`config.mk`:
```
export PLATFORM = sky130hd
export DESIGN_NAME = circle_raster_bouncer_unit
export DESIGN_NICKNAME = d
export VERILOG_FILES = /design/src/rtl/core/crb_pkg.sv /design/src/rtl/core/crb_regs.sv /design/src/rtl/core/crb_tick.sv /design/src/rtl/core/crb_pixel.sv /design/src/rtl/core/circle_raster_bouncer_unit.sv
export SDC_FILE = /design/constraint.sdc
export NUM_CORES = 2
export LEC_CHECK = 0
export BUFFER_PORTS_ARGS = -buffer_cell sky130_fd_sc_hd__clkbuf_2
export CAP_MARGIN = 20
export CORE_ASPECT_RATIO = 1.5
export CORE_UTILIZATION = 60
export CTS_CLUSTER_SIZE = 30
export DETAILED_ROUTE_END_ITERATION = 6
export PLACE_DENSITY = 0.79
export SLEW_MARGIN = 0
export SYNTH_ARGS = -nofsm -noshare
export SYNTH_HDL_FRONTEND = slang
export SYNTH_SLANG_ARGS = --single-unit
```
`constraint.sdc`:
```
create_clock -name clk -period 26 [get_ports clk]
set_input_delay 5.2 -clock clk [delete_from_list [all_inputs] [get_ports clk]]
set_output_delay 5.2 -clock clk [all_outputs]
set_load 0.005 [all_outputs]
```
`src/rtl/core/crb_pkg.sv`:
```
// Shared types and constants for the circle raster bouncer.
// Used by every module under rtl/core but crb_checker; depends on nothing else.
package crb_pkg;

	// Register file geometry.
	localparam int PADDR_W = 5;
	localparam int PDATA_W = 32;

	// Register indexes, in address order (byte address is four times the index).
	typedef enum logic [2:0] {
		REG_LEFT   = 3'd0,
		REG_TOP    = 3'd1,
		REG_WIDTH  = 3'd2,
		REG_HEIGHT = 3'd3,
		REG_RADIUS = 3'd4,
		REG_STARTX = 3'd5,
		REG_STARTY = 3'd6
	} crb_reg_e;

	// Register reset values.
	localparam logic [11:0] LEFT_RST   = 12'd0;
	localparam logic [11:0] TOP_RST    = 12'd0;
	localparam logic [12:0] WIDTH_RST  = 13'd640;
	localparam logic [12:0] HEIGHT_RST = 13'd480;
	localparam logic [9:0]  RADIUS_RST = 10'd32;
	localparam logic [12:0] STARTX_RST = 13'd320;
	localparam logic [12:0] STARTY_RST = 13'd240;

	// Default start velocity per axis.
	localparam int START_VEL_X_DEF = 2;
	localparam int START_VEL_Y_DEF = 2;

	// Midpoint decision variable constants.
	localparam logic [15:0] DEC_INIT      = 16'd3;
	localparam logic [15:0] DEC_STEP_DIAG = 16'd10;
	localparam logic [15:0] DEC_STEP_AXIS = 16'd6;

	// Pixels produced for one tick: eight before the step, eight after.
	localparam int PIX_PER_TICK = 16;
	localparam int PIX_CNT_W    = 4;

	// Stream word widths.
	localparam int S_TDATA_W = 64;
	localparam int M_TDATA_W = 96;

	// Configuration seen by the datapath, plus start-position load strobes.
	typedef struct packed {
		logic [11:0] left;
		logic [11:0] top;
		logic [12:0] width;
		logic [12:0] height;
		logic [9:0]  radius;
		logic [12:0] start_x;
		logic [12:0] start_y;
		logic        ld_x;
		logic        ld_y;
	} crb_cfg_t;

	// One pixel on its way down the address pipeline.
	typedef struct packed {
		logic signed [14:0] x;
		logic signed [14:0] y;
		logic [31:0]        base;
		logic [31:0]        color;
		logic               item_last;
		logic               frame_last;
	} crb_pix_t;

endpackage

```
`src/rtl/core/crb_regs.sv`:
```
// APB-style configuration register file for the circle raster bouncer.
// Depends on crb_pkg for register indexes, reset values and the config struct.
module crb_regs (
	input  logic                         clk,
	input  logic                         arst_n,
	input  logic                         psel,
	input  logic                         penable,
	input  logic                         pwrite,
	input  logic [crb_pkg::PADDR_W-1:0]  paddr,
	input  logic [crb_pkg::PDATA_W-1:0]  pwdata,
	output logic [crb_pkg::PDATA_W-1:0]  prdata,
	output logic                         pready,
	output crb_pkg::crb_cfg_t            cfg
);
	import crb_pkg::*;

	logic [11:0] left_q;
	logic [11:0] top_q;
	logic [12:0] width_q;
	logic [12:0] height_q;
	logic [9:0]  radius_q;
	logic [12:0] start_x_q;
	logic [12:0] start_y_q;
	logic        wr;
	crb_reg_e    idx;

	assign pready = 1'b1;
	assign wr     = psel & penable & pwrite;
	assign idx    = crb_reg_e'(paddr[PADDR_W-1:2]);

	// Register writes.
	always_ff @(posedge clk or negedge arst_n) begin
		if (!arst_n) begin
			left_q    <= LEFT_RST;
			top_q     <= TOP_RST;
			width_q   <= WIDTH_RST;
			height_q  <= HEIGHT_RST;
			radius_q  <= RADIUS_RST;
			start_x_q <= STARTX_RST;
			start_y_q <= STARTY_RST;
		end else if (wr) begin
			case (idx)
				REG_LEFT:   left_q    <= pwdata[11:0];
				REG_TOP:    top_q     <= pwdata[11:0];
				REG_WIDTH:  width_q   <= pwdata[12:0];
				REG_HEIGHT: height_q  <= pwdata[12:0];
				REG_RADIUS: radius_q  <= pwdata[9:0];
				REG_STARTX: start_x_q <= pwdata[12:0];
				REG_STARTY: start_y_q <= pwdata[12:0];
				default: ;
			endcase
		end
	end

	// Read back.
	always_comb begin
		case (idx)
			REG_LEFT:   prdata = {20'd0, left_q};
			REG_TOP:    prdata = {20'd0, top_q};
			REG_WIDTH:  prdata = {19'd0, width_q};
			REG_HEIGHT: prdata = {19'd0, height_q};
			REG_RADIUS: prdata = {22'd0, radius_q};
			REG_STARTX: prdata = {19'd0, start_x_q};
			REG_STARTY: prdata = {19'd0, start_y_q};
			default:    prdata = '0;
		endcase
	end

	// A start-position write also moves the center at once.
	always_comb begin
		cfg.left    = left_q;
		cfg.top     = top_q;
		cfg.width   = width_q;
		cfg.height  = height_q;
		cfg.radius  = radius_q;
		cfg.start_x = pwdata[12:0];
		cfg.start_y = pwdata[12:0];
		cfg.ld_x    = wr && (idx == REG_STARTX);
		cfg.ld_y    = wr && (idx == REG_STARTY);
	end

endmodule

```
`src/rtl/core/crb_tick.sv`:
```
// Tick stage: frame start with bounce, one midpoint-circle step, and the
// tick register that hands out the sixteen symmetric pixels. Uses crb_pkg.
module crb_tick #(
	parameter int START_VEL_X = crb_pkg::START_VEL_X_DEF,
	parameter int START_VEL_Y = crb_pkg::START_VEL_Y_DEF
) (
	input  logic               clk,
	input  logic               arst_n,
	input  crb_pkg::crb_cfg_t  cfg,
	input  logic               in_valid,
	output logic               in_ready,
	input  logic [31:0]        frame_base,
	input  logic [31:0]        new_color,
	input  logic               adv,
	output logic               pix_valid,
	output crb_pkg::crb_pix_t  pix
);
	import crb_pkg::*;

	// Architectural state.
	logic signed [13:0] cx_q, cy_q;
	logic signed [7:0]  vx_q, vy_q;
	logic [31:0]        color_q, base_q;
	logic signed [10:0] ox_q, oy_q;
	logic [15:0]        dec_q;
	logic               active_q;

	// Tick register.
	logic                 valid_s1;
	logic [PIX_CNT_W-1:0] cnt_s1;
	logic signed [13:0]   cx_s1, cy_s1;
	logic signed [10:0]   xa_s1, ya_s1, xb_s1, yb_s1;
	logic [31:0]          color_s1, base_s1;
	logic                 fend_s1;

	logic               accept, emit, cnt_last;
	logic signed [14:0] nx, ny;
	logic signed [16:0] nx17, ny17, xhi, xlo, yhi, ylo;
	logic               hit_x, hit_y;
	logic signed [13:0] cx_n, cy_n;
	logic signed [7:0]  vx_n, vy_n;
	logic [31:0]        color_n, base_n;
	logic signed [10:0] x0, y0, x1, y1;
	logic [15:0]        d0, d1, diff16;
	logic signed [11:0] x1w, y1w;
	logic               dpos, fend;
	logic signed [10:0] u, v, su, sv;
	logic signed [14:0] px, py;

	assign cnt_last = (cnt_s1 == PIX_CNT_W'(PIX_PER_TICK - 1));
	assign emit     = valid_s1 && adv;
	assign in_ready = !valid_s1 || (adv && cnt_last);
	assign accept   = in_valid && in_ready;

	// Frame start: move the center, or bounce off a region edge.
	always_comb begin
		nx   = {cx_q[13], cx_q} + {{7{vx_q[7]}}, vx_q};
		ny   = {cy_q[13], cy_q} + {{7{vy_q[7]}}, vy_q};
		nx17 = {{2{nx[14]}}, nx};
		ny17 = {{2{ny[14]}}, ny};
		xhi  = $signed({5'd0, cfg.left}) + $signed({4'd0, cfg.width})
			- $signed({7'd0, cfg.radius});
		xlo  = $signed({5'd0, cfg.left}) + $signed({7'd0, cfg.radius});
		yhi  = $signed({5'd0, cfg.top}) + $signed({4'd0, cfg.height})
			- $signed({7'd0, cfg.radius});
		ylo  = $signed({5'd0, cfg.top}) + $signed({7'd0, cfg.radius});
		hit_x = (xhi < nx17) || (xlo > nx17);
		hit_y = (yhi < ny17) || (ylo > ny17);

		cx_n    = cx_q;
		cy_n    = cy_q;
		vx_n    = vx_q;
		vy_n    = vy_q;
		color_n = color_q;
		base_n  = base_q;
		x0      = ox_q;
		y0      = oy_q;
		d0      = dec_q;
		if (!active_q) begin
			base_n = frame_base;
			if (hit_x) begin
				vx_n    = -vx_q;
				color_n = new_color;
			end else if (hit_y) begin
				vy_n    = -vy_q;
				color_n = new_color;
			end else begin
				cx_n = nx[13:0];
				cy_n = ny[13:0];
			end
			x0 = '0;
			y0 = $signed({1'b0, cfg.radius});
			d0 = DEC_INIT - {5'd0, cfg.radius, 1'b0};
		end
	end

	// One midpoint step; x and y are kept one bit wider until stored.
	always_comb begin
		dpos   = !d0[15] && (d0 != '0);
		x1w    = {x0[10], x0} + 12'sd1;
		y1w    = dpos ? ({y0[10], y0} - 12'sd1) : {y0[10], y0};
		diff16 = {{4{x1w[11]}}, x1w} - {{4{y1w[11]}}, y1w};
		if (dpos) begin
			d1 = d0 + {diff16[13:0], 2'b00} + DEC_STEP_DIAG;
		end else begin
			d1 = d0 + {x1w[11], x1w[11], x1w, 2'b00} + DEC_STEP_AXIS;
		end
		x1   = x1w[10:0];
		y1   = y1w[10:0];
		fend = (y1 < x1);
	end

	// State update on each accepted tick, and center loads on start-position writes.
	always_ff @(posedge clk or negedge arst_n) begin
		if (!arst_n) begin
			cx_q     <= $signed({1'b0, STARTX_RST});
			cy_q     <= $signed({1'b0, STARTY_RST});
			vx_q     <= 8'(START_VEL_X);
			vy_q     <= 8'(START_VEL_Y);
			color_q  <= '0;
			base_q   <= '0;
			ox_q     <= '0;
			oy_q     <= '0;
			dec_q    <= '0;
			active_q <= 1'b0;
		end else begin
			if (accept) begin
				cx_q     <= cx_n;
				cy_q     <= cy_n;
				vx_q     <= vx_n;
				vy_q     <= vy_n;
				color_q  <= color_n;
				base_q   <= base_n;
				ox_q     <= x1;
				oy_q     <= y1;
				dec_q    <= d1;
				active_q <= !fend;
			end
			if (cfg.ld_x) begin
				cx_q <= $signed({1'b0, cfg.start_x});
			end
			if (cfg.ld_y) begin
				cy_q <= $signed({1'b0, cfg.start_y});
			end
		end
	end

	// Tick register control: valid flag and pixel counter.
	always_ff @(posedge clk or negedge arst_n) begin
		if (!arst_n) begin
			valid_s1 <= 1'b0;
			cnt_s1   <= '0;
		end else if (accept) begin
			valid_s1 <= 1'b1;
			cnt_s1   <= '0;
		end else if (emit) begin
			cnt_s1 <= cnt_s1 + 1'b1;
			if (cnt_last) begin
				valid_s1 <= 1'b0;
			end
		end
	end

	// Tick register payload.
	always_ff @(posedge clk) begin
		if (accept) begin
			cx_s1    <= cx_n;
			cy_s1    <= cy_n;
			xa_s1    <= x0;
			ya_s1    <= y0;
			xb_s1    <= x1;
			yb_s1    <= y1;
			color_s1 <= color_n;
			base_s1  <= base_n;
			fend_s1  <= fend;
		end
	end

	// Eight-way symmetry: bit 3 picks the point, bit 2 swaps the axes,
	// bit 0 negates the x offset and bit 1 the y offset.
	always_comb begin
		u  = cnt_s1[3] ? xb_s1 : xa_s1;
		v  = cnt_s1[3] ? yb_s1 : ya_s1;
		su = cnt_s1[2] ? v : u;
		sv = cnt_s1[2] ? u : v;
		px = cnt_s1[0] ? ({cx_s1[13], cx_s1} - {{4{su[10]}}, su})
			: ({cx_s1[13], cx_s1} + {{4{su[10]}}, su});
		py = cnt_s1[1] ? ({cy_s1[13], cy_s1} - {{4{sv[10]}}, sv})
			: ({cy_s1[13], cy_s1} + {{4{sv[10]}}, sv});
	end

	assign pix_valid      = valid_s1;
	assign pix.x          = px;
	assign pix.y          = py;
	assign pix.base       = base_s1;
	assign pix.color      = color_s1;
	assign pix.item_last  = cnt_last;
	assign pix.frame_last = cnt_last && fend_s1;

endmodule

```
`src/rtl/core/crb_pixel.sv`:
```
// Pixel address pipeline: row multiply, then base plus offset into the
// output register. Uses crb_pkg for the pixel struct.
module crb_pixel (
	input  logic               clk,
	input  logic               arst_n,
	input  logic [12:0]        width,
	input  logic               pix_valid,
	input  crb_pkg::crb_pix_t  pix,
	output logic               adv,
	output logic               out_valid,
	input  logic               out_ready,
	output crb_pkg::crb_pix_t  out_pix,
	output logic [31:0]        out_address
);
	import crb_pkg::*;

	logic               valid_s2, valid_s3, valid_q;
	crb_pix_t           pix_s2, pix_s3, pix_q;
	logic signed [28:0] prod;
	logic [31:0]        prod_s3, off;
	logic [31:0]        addr_q;

	// The whole pipeline moves when the output register is free or taken.
	assign adv  = !valid_q || out_ready;
	assign prod = $signed({1'b0, width}) * pix_s2.y;
	assign off  = prod_s3 + {{17{pix_s3.x[14]}}, pix_s3.x};

	always_ff @(posedge clk or negedge arst_n) begin
		if (!arst_n) begin
			valid_s2 <= 1'b0;
			valid_s3 <= 1'b0;
			valid_q  <= 1'b0;
		end else if (adv) begin
			valid_s2 <= pix_valid;
			valid_s3 <= valid_s2;
			valid_q  <= valid_s3;
		end
	end

	always_ff @(posedge clk) begin
		if (adv) begin
			pix_s2  <= pix;
			pix_s3  <= pix_s2;
			prod_s3 <= {{3{prod[28]}}, prod};
			pix_q   <= pix_s3;
			addr_q  <= pix_s3.base + {off[29:0], 2'b00};
		end
	end

	assign out_valid   = valid_q;
	assign out_pix     = pix_q;
	assign out_address = addr_q;

endmodule

```
`src/rtl/core/circle_raster_bouncer_unit.sv`:
```
// Circle raster bouncer, top level: configuration registers, tick stage and
// pixel address pipeline. Depends on crb_pkg, crb_regs, crb_tick, crb_pixel.
//
// Each accepted input word is one tick and yields sixteen pixel words, one per
// cycle while the output is not back-pressured; the single-word-wide output
// stream sets that rate. The next tick is accepted in the same cycle
// that the previous tick's sixteenth pixel leaves the tick register, and a
// pixel then passes through the s2, s3 and output registers of crb_pixel.
// Back-pressure on the output stalls the whole pipeline. The first tick with
// no frame in progress starts a frame: it moves the center or bounces off the
// region edges, and latches frame_base. Writes to start_x and start_y move the
// center at once. Configuration must only be written while the block is idle.
module circle_raster_bouncer_unit #(
	parameter int START_VEL_X = crb_pkg::START_VEL_X_DEF,
	parameter int START_VEL_Y = crb_pkg::START_VEL_Y_DEF
) (
	input  logic                           clk,
	input  logic                           arst_n,
	// Input stream.
	input  logic                           s_tvalid,
	output logic                           s_tready,
	// [31:0] frame_base, [63:32] new_color
	input  logic [crb_pkg::S_TDATA_W-1:0]  s_tdata,
	// Pixel stream.
	output logic                           m_tvalid,
	input  logic                           m_tready,
	// [14:0] pixel_x, [29:15] pixel_y, [61:30] pixel_address,
	// [93:62] pixel_color, [95:94] zero
	output logic [crb_pkg::M_TDATA_W-1:0]  m_tdata,
	output logic                           m_tlast,
	// [0] frame_last
	output logic                           m_tuser,
	// Configuration port.
	input  logic                           psel,
	input  logic                           penable,
	input  logic                           pwrite,
	input  logic [crb_pkg::PADDR_W-1:0]    paddr,
	input  logic [crb_pkg::PDATA_W-1:0]    pwdata,
	output logic [crb_pkg::PDATA_W-1:0]    prdata,
	output logic                           pready
);
	import crb_pkg::*;

	crb_cfg_t    cfg;
	logic        adv, pix_valid;
	crb_pix_t    pix, out_pix;
	logic [31:0] out_address;

	crb_regs u_regs (
		.clk     (clk),
		.arst_n  (arst_n),
		.psel    (psel),
		.penable (penable),
		.pwrite  (pwrite),
		.paddr   (paddr),
		.pwdata  (pwdata),
		.prdata  (prdata),
		.pready  (pready),
		.cfg     (cfg)
	);

	crb_tick #(
		.START_VEL_X (START_VEL_X),
		.START_VEL_Y (START_VEL_Y)
	) u_tick (
		.clk        (clk),
		.arst_n     (arst_n),
		.cfg        (cfg),
		.in_valid   (s_tvalid),
		.in_ready   (s_tready),
		.frame_base (s_tdata[31:0]),
		.new_color  (s_tdata[63:32]),
		.adv        (adv),
		.pix_valid  (pix_valid),
		.pix        (pix)
	);

	crb_pixel u_pixel (
		.clk         (clk),
		.arst_n      (arst_n),
		.width       (cfg.width),
		.pix_valid   (pix_valid),
		.pix         (pix),
		.adv         (adv),
		.out_valid   (m_tvalid),
		.out_ready   (m_tready),
		.out_pix     (out_pix),
		.out_address (out_address)
	);

	// Pack the pixel word.
	assign m_tdata = {2'b00, out_pix.color, out_address, out_pix.y, out_pix.x};
	assign m_tlast = out_pix.item_last;
	assign m_tuser = out_pix.frame_last;

endmodule

```
==> out/results.ini <==
[outcome]
status = finished clean

[synth]
synth-seq-area-share_pct = 43.6
async_flop_share_pct = 34.3
synthFlopType = edfxtp_1
ys_top_cells_by_area = edfxtp_1 (30%), dfrtp_1 (12%), ha_1 (11%), fa_1 (9.2%), mux2_2 (5.4%)
ys_types = 82
yosysTopAreaCell = edfxtp_1
synth-seq-cells = 691
yosysWarningCount = 0
syn_inst = 3979
syn-mean-instance-area_um2 = 11.3
syn-cell-area_mm2 = 0.0450
synth_edf_count = 454
synth_top_area_share_pct = 30.3

[route]
antenna_left = 0
drt_drc_violations_left = 0
viasPerCell = 5.81
routed-via-count = 30300
drt_pass1_iterations = 6
avgRoutedWirePerCell_um = 20.1
routed_wl_mm = 105
drt_iter0_drc = 1872

[timing]
worst_pin_slew_ps = 1060
setup_tns_ps = 0
rsz0062_at_grt = false
post-route-period-util_pct = 48.1
fmax_ghz = 0.0800
finalSetupViolCount = 0
skew_ps = 24.9
maxSlewViolCount = 0
period_minus_slack_ps = 12500
hold_viol = 0
slew-limit-headroom_pct = 29.5

[cts]
cts.sinks = 691
cts-resized-gates = 0
h-tree-depth = 3
cts_tree = done
numCtsBuffers = 68
root_buffer = clkbuf_16
clkTransAtPathRegs_ps = 70
clk_path_buf_depth = 3
ctsHoldBuffers = 0
post_cts_buffers = 0
clkLatencyLatePin_ps = 640

[final_layout]
area_growth_pct = 9.68
nFillCells = 5446
drive_gt1_share_pct = 14.4
final_cell_mix = edfxtp_1 (454), nand2_1 (388), ha_1 (384)
final_common_cell = edfxtp_1
fin_nets = 4855

[setup_path]
critPathLaunchType = input port
cp.required_ps = 20800
end_kind = output port
rrSetupSlack_ps = 18560
crit_type = in -> out
path_max_fanout = 31
cp.arrival_ps = 7300

[global_routing]
grt_pass1_wl_mm = 164
grt_max_degree = 169
grt_pass1_vias = 31000
globalRouteTotalUtil_pct = 28.1
overflow = 0
antenna_found_initial = 4

[die]
ios = 241
die_w_um = 226
die_area_mm2 = 0.0761
core-area_mm2 = 0.0740
rows = 122
start_util_pct = 60.7
die_h_um = 337

[worst_hold_path]
hp-class = reg -> reg

[place]
port_buffers = 197
dp_hpwl_mm = 76.9
place.gp.congestion = 0.950

[flow_run]
maxCapViolCount = 0

## final cells by class
type / count / area, µm² / share of cell area [%]
multi-input cells: 2797 / 23500 / 47.6
flip-flops and latches: 691 / 19600 / 39.7
clock buffers: 88 / 1850 / 3.75
inverters: 382 / 1450 / 2.93
well taps: 992 / 1240 / 2.52
repair buffers: 217 / 1190 / 2.42
clock inverters: 37 / 520 / 1.06
diodes: 4 / 10.0 / 0.0203
## worst max-delay path, stage by stage
cell      delay [ps]
clkbuf_2         550
inv_1            530
nor2_1           380
a21oi_1          140
o221ai_1         310
clkbuf_2         170
## cell usage after synthesis (12+ instances only)
library cell	number
buf_2	15
a211oi_1	13
nand4_1	16
nor2_1	188
nor4_1	12
a21boi_0	28
or3_1	19
and3_1	21
a22oi_1	14
mux2i_1	56
buf_4	22
nor3_1	48
buf_1	16
ha_1	384
o21bai_1	39
a21o_1	71
edfxtp_1	454
inv_1	381
nand2_1	389
mux2_2	214
clkbuf_1	76
o21ai_0	198
and2_1	108
dfrtp_1	218
xor2_1	80
dfstp_2	19
a31oi_1	23
xnor2_1	177
o21a_1	47
mux4_2	13
a21oi_1	176
nand3_1	41
fa_1	206
nand2b_1	22
nor2b_1	42
## state kept, by name, summed over array words and instances (netlist names), 14 cells and up
register	cells
u_pixel.pix_s3	96
u_pixel.out_pix	64
u_tick.cy_q	14
u_pixel.pix_s2	96
u_tick.dec_q	16
u_tick.base_s1	32
u_pixel.out_address	32
u_tick.base_q	32
u_pixel.prod_s3	29
u_tick.cx_q	14
u_tick.color_q	32
u_tick.cx_s1	14
u_tick.color_s1	32
u_tick.cy_s1	14
## path summary, 6_finish.rpt
| kind | from | depth (start not counted) | end |
|---|---|---|---|
| setup / recovery | paddr[4] | 6 | prdata[4] |
| hold / removal | u_pixel.pix_s2[19]$_DFFE_PP_ | 0 | u_pixel.pix_s3[19]$_DFFE_PP_ |
| setup reg to reg | u_regs.width_q[1]$_DFFE_PN0P_ | 21 | u_tick.cx_q[8]$_DFFE_PN1P_ |
| hold reg to reg | u_pixel.pix_s2[19]$_DFFE_PP_ | 0 | u_pixel.pix_s3[19]$_DFFE_PP_ |
| max in group asynchronous | arst_n | 2 | u_tick.active_q$_DFFE_PN0P_ |
| min in group asynchronous | arst_n | 1 | u_regs.width_q[10]$_DFFE_PN0P_ |
## logic make-up after synthesis
kind of cell / share of synthesized area (%)
AO/OA/AOI/OAI: 9.94
XOR/XNOR: 5.01
adder cells (fa/ha/maj): 19.9
buffers and inverters: 4.49
flip-flops: 43.6
multiplexers: 7.37
other: 0.0167
AND/OR/NAND/NOR: 9.76
## through the flow
stage / instance area (µm²) / util, % / setup WS [ps] / hold slack (ps) / std cells
after floorplan: 45000 / - / 8910 / 400 / 3999
after global placement: 46900 / 63.4 / 13690 / 400 / 5078
after detailed placement: 46900 / 63.4 / 13660 / 405 / 5079
after CTS: 49300 / 66.6 / 13640 / 413 / 5204
after global routing: 49300 / 66.6 / 13440 / 419 / 5206
final: 49300 / 66.6 / 13500 / 413 / 5208
## metal layers
layer	track usage [%]	part of all wire, %	up-vias
met5	0	0	-
met4	16.8	6.4	0
met1	31.9	37	14800
met3	3.33	4.6	307
li1	-	-	14200
met2	50.7	52	934
Power is left out: the tool's default activity adds up to more than one toggle a clock period on the data nets, which glitch-free logic cannot reach.
